### src/sv/rvx_pkg.sv
`timescale 1ns / 1ps
// ----------------------------------------------------------------------------
// rvx_pkg
// Shared opcodes, status codes and sequencer states of the RV32IM execute unit.
// ----------------------------------------------------------------------------
package rvx_pkg;

   localparam int XLEN     = 32;
   localparam int NUM_REGS = 32;
   localparam int REG_AW   = 5;

   localparam logic [6:0] OPC_OP     = 7'h33;
   localparam logic [6:0] OPC_OP_IMM = 7'h13;
   localparam logic [6:0] OPC_JALR   = 7'h67;
   localparam logic [6:0] OPC_BRANCH = 7'h63;
   localparam logic [6:0] OPC_AUIPC  = 7'h17;
   localparam logic [6:0] OPC_LUI    = 7'h37;
   localparam logic [6:0] OPC_JAL    = 7'h6f;
   localparam logic [6:0] OPC_LOAD   = 7'h03;
   localparam logic [6:0] OPC_STORE  = 7'h23;
   localparam logic [6:0] OPC_SYSTEM = 7'h73;

   localparam logic [6:0] F7_BASE = 7'h00;
   localparam logic [6:0] F7_ALT  = 7'h20;
   localparam logic [6:0] F7_MULD = 7'h01;

   localparam logic [2:0] F3_ADD  = 3'd0;
   localparam logic [2:0] F3_SLL  = 3'd1;
   localparam logic [2:0] F3_SLT  = 3'd2;
   localparam logic [2:0] F3_SLTU = 3'd3;
   localparam logic [2:0] F3_XOR  = 3'd4;
   localparam logic [2:0] F3_SRL  = 3'd5;
   localparam logic [2:0] F3_OR   = 3'd6;
   localparam logic [2:0] F3_AND  = 3'd7;

   localparam logic [2:0] F3_MUL  = 3'd0;
   localparam logic [2:0] F3_MULH = 3'd1;
   localparam logic [2:0] F3_DIV  = 3'd4;
   localparam logic [2:0] F3_REM  = 3'd6;

   localparam logic [2:0] F3_BEQ  = 3'd0;
   localparam logic [2:0] F3_BNE  = 3'd1;
   localparam logic [2:0] F3_BLT  = 3'd4;
   localparam logic [2:0] F3_BGE  = 3'd5;
   localparam logic [2:0] F3_BLTU = 3'd6;
   localparam logic [2:0] F3_BGEU = 3'd7;

   typedef enum logic [1:0] {
      ST_OK         = 2'd0,
      ST_INVALID    = 2'd1,
      ST_DIVZERO    = 2'd2,
      ST_NOTHANDLED = 2'd3
   } status_type;

   typedef enum logic [2:0] {
      S_IDLE,
      S_READ_A,
      S_READ_B,
      S_EXEC,
      S_MULDIV,
      S_FIXUP,
      S_RESP
   } state_type;

endpackage

### src/sv/rvx_ram.sv
`timescale 1ns / 1ps
// ----------------------------------------------------------------------------
// rvx_ram
// Generic single-write, single-read RAM with registered read data.
// ----------------------------------------------------------------------------
module rvx_ram #(
   parameter int WIDTH = 32,
   parameter int DEPTH = 32
) (
   input  logic                     clock,
   input  logic                     wr_en,
   input  logic [$clog2(DEPTH)-1:0] wr_addr,
   input  logic [WIDTH-1:0]         wr_data,
   input  logic [$clog2(DEPTH)-1:0] rd_addr,
   output logic [WIDTH-1:0]         rd_data
);

   logic [WIDTH-1:0] mem [DEPTH];
   logic [WIDTH-1:0] rd_data_ff;

   always_ff @(posedge clock) begin
      if (wr_en) begin
         mem[wr_addr] <= wr_data;
      end
      rd_data_ff <= mem[rd_addr];
   end

   assign rd_data = rd_data_ff;

endmodule

### src/sv/rv32im_execute_unit_core.sv
`timescale 1ns / 1ps
// ----------------------------------------------------------------------------
// rv32im_execute_unit_core
// RV32IM integer execute unit: register file in RAM, 33-bit adder for
// multiply steps and 33-bit subtractor for divide steps. States: S_READ_A,
// S_READ_B, S_EXEC, S_RESP; mul, mulh, div and rem add S_MULDIV (32
// shift-add or restoring-subtract steps) and S_FIXUP. One instruction at
// a time; the next is taken once the result has moved into the output
// register. Register file reads of rs1 and rs2 are sequential (one port).
// Reset clears the register file valid bits, the PC and reset_pc to zero.
// ----------------------------------------------------------------------------
module rv32im_execute_unit_core
   import rvx_pkg::*;
(
   input  logic        clock,
   input  logic        reset,
   input  logic        csr_wr_en,
   input  logic [31:0] csr_wr_data,
   input  logic        req_valid,
   output logic        req_stall,
   input  logic [31:0] req_instr_word,
   output logic        rsp_valid,
   input  logic        rsp_stall,
   output logic [31:0] rsp_next_pc,
   output logic        rsp_reg_written,
   output logic [4:0]  rsp_dest_index,
   output logic [31:0] rsp_write_value,
   output logic        rsp_branch_taken,
   output logic [1:0]  rsp_status
);

   state_type state_ff, state_in;

   logic [31:0]       reset_pc_ff;
   logic [31:0]       pc_ff;
   logic [31:0]       instr_ff;
   logic [31:0]       a_ff;
   logic [31:0]       b_ff;
   logic [NUM_REGS-1:0] valid_ff;
   logic [4:0]        ram_raddr_ff;
   logic [4:0]        cnt_ff;
   logic [31:0]       hi_ff;
   logic [31:0]       lo_ff;
   logic [31:0]       dvs_ff;
   logic              is_mul_ff;

   logic [31:0]       pnd_npc_ff;
   logic              pnd_wr_ff;
   logic [4:0]        pnd_rd_ff;
   logic [31:0]       pnd_val_ff;
   logic              pnd_taken_ff;
   status_type        pnd_status_ff;

   logic              rsp_valid_ff;
   logic [31:0]       rsp_npc_ff;
   logic              rsp_wr_ff;
   logic [4:0]        rsp_rd_ff;
   logic [31:0]       rsp_val_ff;
   logic              rsp_taken_ff;
   status_type        rsp_status_ff;

   logic [6:0]  opc;
   logic [4:0]  rd;
   logic [2:0]  f3;
   logic [6:0]  f7;
   logic [4:0]  rs1;
   logic [4:0]  rs2;
   logic [31:0] immi;
   logic [31:0] immb;
   logic [31:0] immj;
   logic [31:0] immu;
   logic [31:0] ram_rdata;
   logic [31:0] rf_data;
   logic [4:0]  ram_raddr;
   logic        ram_we;

   logic [31:0] op2;
   logic [4:0]  shamt;
   logic [31:0] ex_val;
   logic [31:0] ex_npc;
   logic        ex_wr;
   logic        ex_taken;
   status_type  ex_status;
   logic        ex_muldiv;
   logic        ex_mul;
   logic        cond;

   logic [32:0] mul_sum;
   logic [32:0] div_shift;
   logic [32:0] div_diff;
   logic [63:0] prod;
   logic [63:0] prod_neg;
   logic [31:0] fx_val;

   logic        commit;
   logic        out_free;

   assign opc   = instr_ff[6:0];
   assign rd    = instr_ff[11:7];
   assign f3    = instr_ff[14:12];
   assign rs1   = instr_ff[19:15];
   assign rs2   = instr_ff[24:20];
   assign f7    = instr_ff[31:25];
   assign immi  = {{20{instr_ff[31]}}, instr_ff[31:20]};
   assign immb  = {{19{instr_ff[31]}}, instr_ff[31], instr_ff[7], instr_ff[30:25],
                   instr_ff[11:8], 1'b0};
   assign immj  = {{11{instr_ff[31]}}, instr_ff[31], instr_ff[19:12], instr_ff[20],
                   instr_ff[30:21], 1'b0};
   assign immu  = {instr_ff[31:12], 12'h000};

   // Register file
   assign ram_raddr = (state_ff == S_READ_A) ? rs1 : rs2;
   assign ram_we    = commit && pnd_wr_ff;
   assign rf_data   = valid_ff[ram_raddr_ff] ? ram_rdata : '0;

   rvx_ram #(
      .WIDTH(XLEN),
      .DEPTH(NUM_REGS)
   ) u_regfile (
      .clock  (clock),
      .wr_en  (ram_we),
      .wr_addr(pnd_rd_ff),
      .wr_data(pnd_val_ff),
      .rd_addr(ram_raddr),
      .rd_data(ram_rdata)
   );

   // Decode and combinational execute
   always_comb begin
      op2       = (opc == OPC_OP_IMM) ? immi : rf_data;
      shamt     = (opc == OPC_OP_IMM) ? instr_ff[24:20] : rf_data[4:0];
      ex_val    = '0;
      ex_npc    = pc_ff + 32'd4;
      ex_wr     = 1'b0;
      ex_taken  = 1'b0;
      ex_status = ST_OK;
      ex_muldiv = 1'b0;
      ex_mul    = 1'b0;
      cond      = 1'b0;
      case (opc)
         OPC_OP, OPC_OP_IMM: begin
            ex_wr = 1'b1;
            if (opc == OPC_OP && f7 == F7_MULD) begin
               case (f3)
                  F3_MUL, F3_MULH: begin
                     ex_muldiv = 1'b1;
                     ex_mul    = 1'b1;
                  end
                  F3_DIV, F3_REM: begin
                     if (rf_data == '0) begin
                        ex_wr     = 1'b0;
                        ex_status = ST_DIVZERO;
                     end else begin
                        ex_muldiv = 1'b1;
                     end
                  end
                  default: begin
                     ex_wr     = 1'b0;
                     ex_status = ST_INVALID;
                  end
               endcase
            end else if (opc == OPC_OP && f7 != F7_BASE &&
                         !(f7 == F7_ALT && (f3 == F3_ADD || f3 == F3_SRL))) begin
               ex_wr     = 1'b0;
               ex_status = ST_INVALID;
            end else if (opc == OPC_OP_IMM && f3 == F3_SLL && f7 != F7_BASE) begin
               ex_wr     = 1'b0;
               ex_status = ST_INVALID;
            end else if (opc == OPC_OP_IMM && f3 == F3_SRL && f7 != F7_BASE &&
                         f7 != F7_ALT) begin
               ex_wr     = 1'b0;
               ex_status = ST_INVALID;
            end else begin
               case (f3)
                  F3_ADD: begin
                     if (opc == OPC_OP && f7 == F7_ALT) begin
                        ex_val = a_ff - op2;
                     end else begin
                        ex_val = a_ff + op2;
                     end
                  end
                  F3_SLL:  ex_val = a_ff << shamt;
                  F3_SLT:  ex_val = {31'd0, $signed(a_ff) < $signed(op2)};
                  F3_SLTU: ex_val = {31'd0, a_ff < op2};
                  F3_XOR:  ex_val = a_ff ^ op2;
                  F3_SRL: begin
                     if (f7 == F7_ALT) begin
                        ex_val = $unsigned($signed(a_ff) >>> shamt);
                     end else begin
                        ex_val = a_ff >> shamt;
                     end
                  end
                  F3_OR:   ex_val = a_ff | op2;
                  default: ex_val = a_ff & op2;
               endcase
            end
         end
         OPC_JALR: begin
            if (f3 == 3'd0) begin
               ex_wr    = 1'b1;
               ex_val   = pc_ff + 32'd4;
               ex_npc   = (a_ff + immi) & ~32'd1;
               ex_taken = 1'b1;
            end else begin
               ex_status = ST_INVALID;
            end
         end
         OPC_BRANCH: begin
            case (f3)
               F3_BEQ:  cond = (a_ff == rf_data);
               F3_BNE:  cond = (a_ff != rf_data);
               F3_BLT:  cond = ($signed(a_ff) < $signed(rf_data));
               F3_BGE:  cond = !($signed(a_ff) < $signed(rf_data));
               F3_BLTU: cond = (a_ff < rf_data);
               F3_BGEU: cond = (a_ff >= rf_data);
               default: ex_status = ST_INVALID;
            endcase
            if (cond) begin
               ex_taken = 1'b1;
               ex_npc   = pc_ff + immb;
            end
         end
         OPC_AUIPC: begin
            ex_wr  = 1'b1;
            ex_val = pc_ff + immu;
         end
         OPC_LUI: begin
            ex_wr  = 1'b1;
            ex_val = immu;
         end
         OPC_JAL: begin
            ex_wr    = 1'b1;
            ex_val   = pc_ff + 32'd4;
            ex_npc   = pc_ff + immj;
            ex_taken = 1'b1;
         end
         OPC_LOAD, OPC_STORE, OPC_SYSTEM: ex_status = ST_NOTHANDLED;
         default: ex_status = ST_INVALID;
      endcase
   end

   // Multiply adder and divide subtractor steps
   assign mul_sum   = {1'b0, hi_ff} + (lo_ff[0] ? {1'b0, dvs_ff} : 33'd0);
   assign div_shift = {hi_ff, lo_ff[31]};
   assign div_diff  = div_shift - {1'b0, dvs_ff};
   assign prod      = {hi_ff, lo_ff};
   assign prod_neg  = 64'd0 - prod;

   always_comb begin
      if (is_mul_ff) begin
         if (a_ff[31] ^ b_ff[31]) begin
            fx_val = (f3 == F3_MUL) ? prod_neg[31:0] : prod_neg[63:32];
         end else begin
            fx_val = (f3 == F3_MUL) ? prod[31:0] : prod[63:32];
         end
      end else if (f3 == F3_DIV) begin
         fx_val = (a_ff[31] ^ b_ff[31]) ? 32'd0 - lo_ff : lo_ff;
      end else begin
         fx_val = a_ff[31] ? 32'd0 - hi_ff : hi_ff;
      end
   end

   assign out_free = !rsp_valid_ff || !rsp_stall;
   assign commit   = (state_ff == S_RESP) && out_free;

   // Sequencer
   always_comb begin
      state_in = state_ff;
      case (state_ff)
         S_IDLE:   if (req_valid) state_in = S_READ_A;
         S_READ_A: state_in = S_READ_B;
         S_READ_B: state_in = S_EXEC;
         S_EXEC:   state_in = ex_muldiv ? S_MULDIV : S_RESP;
         S_MULDIV: if (cnt_ff == 5'd31) state_in = S_FIXUP;
         S_FIXUP:  state_in = S_RESP;
         S_RESP:   if (out_free) state_in = S_IDLE;
         default:  state_in = S_IDLE;
      endcase
   end

   always_ff @(posedge clock) begin
      if (reset) begin
         state_ff <= S_IDLE;
      end else begin
         state_ff <= state_in;
      end
   end

   always_ff @(posedge clock) begin
      if (reset) begin
         reset_pc_ff  <= '0;
         pc_ff        <= '0;
         valid_ff     <= '0;
         rsp_valid_ff <= 1'b0;
      end else begin
         if (csr_wr_en) begin
            reset_pc_ff <= csr_wr_data;
         end
         if (commit) begin
            pc_ff        <= pnd_npc_ff;
            rsp_valid_ff <= 1'b1;
            if (pnd_wr_ff) begin
               valid_ff[pnd_rd_ff] <= 1'b1;
            end
         end else if (!rsp_stall) begin
            rsp_valid_ff <= 1'b0;
         end
      end
   end

   always_ff @(posedge clock) begin
      ram_raddr_ff <= ram_raddr;
      case (state_ff)
         S_IDLE: begin
            if (req_valid) begin
               instr_ff <= req_instr_word;
            end
         end
         S_READ_B: a_ff <= rf_data;
         S_EXEC: begin
            b_ff      <= rf_data;
            cnt_ff    <= '0;
            is_mul_ff <= ex_mul;
            hi_ff     <= '0;
            lo_ff     <= a_ff[31] ? 32'd0 - a_ff : a_ff;
            dvs_ff    <= rf_data[31] ? 32'd0 - rf_data : rf_data;
            if (ex_wr && rd != 5'd0) begin
               pnd_wr_ff  <= 1'b1;
               pnd_rd_ff  <= rd;
               pnd_val_ff <= ex_val;
            end else begin
               pnd_wr_ff  <= 1'b0;
               pnd_rd_ff  <= '0;
               pnd_val_ff <= '0;
            end
            pnd_npc_ff    <= ex_npc;
            pnd_taken_ff  <= ex_taken;
            pnd_status_ff <= ex_status;
         end
         S_MULDIV: begin
            cnt_ff <= cnt_ff + 5'd1;
            if (is_mul_ff) begin
               hi_ff <= mul_sum[32:1];
               lo_ff <= {mul_sum[0], lo_ff[31:1]};
            end else if (!div_diff[32]) begin
               hi_ff <= div_diff[31:0];
               lo_ff <= {lo_ff[30:0], 1'b1};
            end else begin
               hi_ff <= div_shift[31:0];
               lo_ff <= {lo_ff[30:0], 1'b0};
            end
         end
         S_FIXUP: begin
            if (pnd_wr_ff) begin
               pnd_val_ff <= fx_val;
            end
         end
         default: begin
         end
      endcase
      if (commit) begin
         rsp_npc_ff    <= pnd_npc_ff;
         rsp_wr_ff     <= pnd_wr_ff;
         rsp_rd_ff     <= pnd_rd_ff;
         rsp_val_ff    <= pnd_val_ff;
         rsp_taken_ff  <= pnd_taken_ff;
         rsp_status_ff <= pnd_status_ff;
      end
   end

   assign req_stall        = (state_ff != S_IDLE);
   assign rsp_valid        = rsp_valid_ff;
   assign rsp_next_pc      = rsp_npc_ff;
   assign rsp_reg_written  = rsp_wr_ff;
   assign rsp_dest_index   = rsp_rd_ff;
   assign rsp_write_value  = rsp_val_ff;
   assign rsp_branch_taken = rsp_taken_ff;
   assign rsp_status       = rsp_status_ff;

`ifndef SYNTHESIS
   a_pc_after_reset: assert property (@(posedge clock)
      $past(reset) && !reset |-> pc_ff == reset_pc_ff)
      else $error("PC does not hold the reset value after reset");

   a_no_x0_write: assert property (@(posedge clock) disable iff (reset)
      rsp_valid_ff && rsp_wr_ff |-> rsp_rd_ff != 5'd0)
      else $error("write to x0 reported");

   a_no_write_fields: assert property (@(posedge clock) disable iff (reset)
      rsp_valid_ff && !rsp_wr_ff |-> rsp_rd_ff == 5'd0 && rsp_val_ff == 32'd0)
      else $error("write fields not cleared without a write");

   a_divzero_no_write: assert property (@(posedge clock) disable iff (reset)
      rsp_valid_ff && rsp_status_ff == ST_DIVZERO |-> !rsp_wr_ff && !rsp_taken_ff)
      else $error("divide by zero wrote a register or redirected");
`endif

endmodule
### config.mk
export PLATFORM = sky130hd
export DESIGN_NAME = rv32im_execute_unit_core
export DESIGN_NICKNAME = d
export VERILOG_FILES = /design/src/sv/rvx_pkg.sv /design/src/sv/rvx_ram.sv /design/src/sv/rv32im_execute_unit_core.sv
export SDC_FILE = /design/constraint.sdc
export NUM_CORES = 2
export LEC_CHECK = 0
export BUFFER_PORTS_ARGS = -buffer_cell sky130_fd_sc_hd__clkbuf_2
export CORE_UTILIZATION = 55
export CTS_CLUSTER_DIAMETER = 50
export CTS_CLUSTER_SIZE = 28
export DETAILED_ROUTE_END_ITERATION = 12
export PLACE_DENSITY = 0.74
export SKIP_CTS_REPAIR_TIMING = 1
export SYNTH_ARGS = -nofsm -noshare
export SYNTH_HDL_FRONTEND = slang
export SYNTH_SLANG_ARGS = --single-unit
### constraint.sdc
create_clock -name clock -period 12.1 [get_ports clock]
set_input_delay 0.605 -clock clock [delete_from_list [all_inputs] [get_ports clock]]
set_output_delay 0.605 -clock clock [all_outputs]
set_load 0.03 [all_outputs]
==> impl_metrics.tcl <==
set metrics [dict create \
    status "completed" \
    hp-start "req_valid" \
    drt_iter0_drc 9449 \
    syn-num-nets 8348 \
    min_to "state_ff[0]" \
    core-area_um2 144000 \
    syn-cell-area_um2 80200 \
    first_global_vias 61300 \
    cpMaxStageDelayCell "dfxtp_1" \
    viasPerCell 6.70 \
    synth_area_leaders "edfxtp_1, nand2_1, ha_1" \
    die_w_um 384 \
    dp_hpwl_mm 191 \
    synth_edf_count 1337 \
    antenna_found_initial 10 \
    area_growth_pct 9.88 \
    internal_power_mw 8.99 \
    h-tree-depth 4 \
    die_area_um2 147000 \
    slew_violations 0 \
    path_class "flop to flop" \
    rows 139 \
    hold_class "input port to flop" \
    crit_path_cell_trace "mux2i_1 > a22oi_1 > nand4b_1 > nand4_2 > buf_4 > nand2_1 > ha_1 > a21o_1 > a21o_1 > a2111oi_0 > o31ai_1 > a21oi_1 > a21boi_0 > or3_1 > o311ai_0 > nor2b_2 > buf_4 > o21ai_2 > clkinv_1 > o32ai_1 > a221o_1" \
    relSlewSlack_pct 7.56 \
    cts_buffer_depth 3 \
    grt_max_degree 159 \
    seq_power_share_pct 41.6 \
    cts.sinks 1442 \
    cts_tree "yes" \
    setup_tns_ns 0 \
    drv_cap 0 \
    power.net_switching_mw 4.68 \
    fp.dieH_um 384 \
    grt_usage_pct 39.3 \
    grt_pass1_wl_mm 421 \
    leakage_nw 32.8 \
    critPathTopFamily "compound AO/OA/AOI/OAI gates" \
    r2r_slack_ns 4.87 \
    final_common_cell "nand2_1" \
    drt_first_pass_iters 9 \
    post-route-worst-setup-slack_ns 4.87 \
    power_frac_clock_pct 33.5 \
    yosysWarnings 0 \
    finalHoldViolations 0 \
    nFillCells 11700 \
    ir_drop_uv 180 \
    rsz0062_at_grt "false" \
    worst_pin_slew_ns 1.38 \
    cpPeakStageDelay_ns 0.98 \
    min_delay_path_depth 3 \
    cts-root-buf "clkbuf_16" \
    critPathMaxFanout 26 \
    crit_path_start_kind "flop" \
    synth_top_cell_area_share_pct 50.1 \
    io_pins 144 \
    crit_path_end_kind "flop" \
    drc 0 \
    clk_pin_slew_worst_paths_ns 0.08 \
    vias 66700 \
    synth_area_leader_cell "edfxtp_1" \
    syn-instance-count 7995 \
    combPwrFrac_pct 24.9 \
    power.density_nw_per_um2 155 \
    antenna_left 0 \
    routabilityCongestion 1.07 \
    avgSynthCellArea_um2 10.0 \
    worstSkewPairLatency_ns 0.82 \
    start_util_pct 55.6 \
    rr_worst_depth 21 \
    numCtsBuffers 132 \
    swShare_pct 34.2 \
    io_buffers 110 \
    cp_data_arrival_time_ns 7.88 \
    final_cell_mix "nand2_1, edfxtp_1, nand3_1" \
    drive_above_1_share_pct 8.27 \
    wl_mm 295 \
    netlist-cell-type-count 112 \
    grt.overflow.total 0 \
    final-setup-viol-count 0 \
    fin_crit_ns 7.23 \
    fin_skew_ns 0.0609 \
    place_ws_ns 5.23 \
    reg2reg_from "ram_raddr_ff[0]" \
    wl_per_cell_um 29.7 \
    fmax_ghz 0.138 \
    synth-main-ff-cell "edfxtp_1" \
    fin_nets 8286 \
    ys_seq_area_share_pct 52.7 \
    synthArstFlopShare_pct 0 \
    crit_buf_inv 3 \
    r2r-end "pnd_npc_ff[20]" \
    synth_seq_cells 1442 \
    required_ns 12.75 \
    min_period_over_period_pct 59.7 \
]
## cells in the mapped netlist, types with 131 or more instances
| cell type | n |
|---|---|
| edfxtp_1 | 1337 |
| nand2_1 | 1469 |
| mux2i_1 | 201 |
| a311oi_1 | 171 |
| o21ai_0 | 315 |
| ha_1 | 277 |
| a21oi_1 | 466 |
| a21o_1 | 131 |
| xnor2_1 | 219 |
| nand3_1 | 614 |
| nor2_1 | 515 |
| clkbuf_1 | 422 |
| inv_1 | 235 |
## flip-flops by register name, summed over array words and instances (netlist names), 2 cells and up
signal             flops
ram_raddr_ff           5
state_ff               3
rsp_write_value       32
u_regfile.rd_data     32
hi_ff                 32
dvs_ff                31
cnt_ff                 5
instr_ff              32
pnd_rd_ff              5
pnd_npc_ff            32
rsp_status             2
rsp_dest_index         5
lo_ff                 32
a_ff                  32
b_ff                   2
u_regfile.mem       1024
valid_ff              32
pc_ff                 32
pnd_status_ff          2
pnd_val_ff            32
rsp_next_pc           32
## cell families (layout without fill, tap and decap cells)
kind of cell / count (synthesis) / in the layout / synth area share, %
muxes: 217 / 217 / 2.73
AOI/OAI and AO/OA: 1809 / 1809 / 15.2
other: 0 / 8 / 0
adders and majority gates: 284 / 284 / 4.50
DFF: 1442 / 1442 / 52.7
and+or+nand+nor: 3141 / 3141 / 17.4
buffers and inverters: 757 / 806 / 3.70
xor gates and xnor gates: 345 / 345 / 3.78
## cell type report
cell class / count / area (um^2) / share of cell area, %
multi-input cells: 5796 / 35400 / 40.2
clock buffers: 148 / 3430 / 3.89
repair buffers: 316 / 2280 / 2.58
well taps: 1903 / 2380 / 2.70
clock inverters: 97 / 1410 / 1.60
inverters: 245 / 937 / 1.06
flip-flops and latches: 1442 / 42300 / 48.0
diodes: 8 / 20.0 / 0.0227
## per-stage QoR
step | std cells | hold WS [ns] | power, mW | instance area [um^2] | utilization [%]
global route | 9947 | 0.190 | 14.1 | 88100 | 61.1
global placement | 9670 | 0.407 | 9.04 | 82900 | 57.5
floorplan | 7995 | 0.400 | 7.92 | 80200 | -
finish | 9955 | 0.161 | 13.7 | 88100 | 61.1
detailed placement | 9670 | 0.406 | 9.05 | 82900 | 57.5
CTS | 9915 | -0.0527 | 13.6 | 87800 | 60.9
## power by group through the flow
stage,Clock (mW),Combinational (mW),Sequential (mW)
floorplan,0,2.22,5.70
global placement,0,3.25,5.79
detailed placement,0,3.26,5.79
CTS,4.62,3.28,5.68
global route,4.80,3.59,5.69
finish,4.58,3.40,5.69
## per-layer routing
metal	share of wire (%)	vias up	global-route usage [%]
li1	-	29400	-
met1	38	32500	52.4
met2	44	4011	59.2
met3	11	859	7.61
met4	7.4	8	24.2
met5	0.018	-	0
## tightest hold or removal path, delay by kind of cell
| family | cells | cell delay, ns |
|---|---|---|
| and+or+nand+nor | 1 | 0.11 |
| buffers and inverters | 1 | 0.09 |
| AOI/OAI and AO/OA | 1 | 0.09 |
## how the worst max path moves through the flow
stage          slack, ns             from  cells after the start              to
2_1_floorplan       6.01      state_ff[0]                      3       cnt_ff[0]
3_3_place_gp        5.30  ram_raddr_ff[0]                     21  pnd_npc_ff[20]
3_5_place_dp        5.23  ram_raddr_ff[0]                     21  pnd_npc_ff[20]
4_1_cts             5.13  ram_raddr_ff[0]                     21  pnd_npc_ff[20]
5_1_grt             4.64  ram_raddr_ff[0]                     19  pnd_npc_ff[20]
6_report            4.87  ram_raddr_ff[0]                     21  pnd_npc_ff[20]
Note: power is estimated with default switching activity, not from simulation.
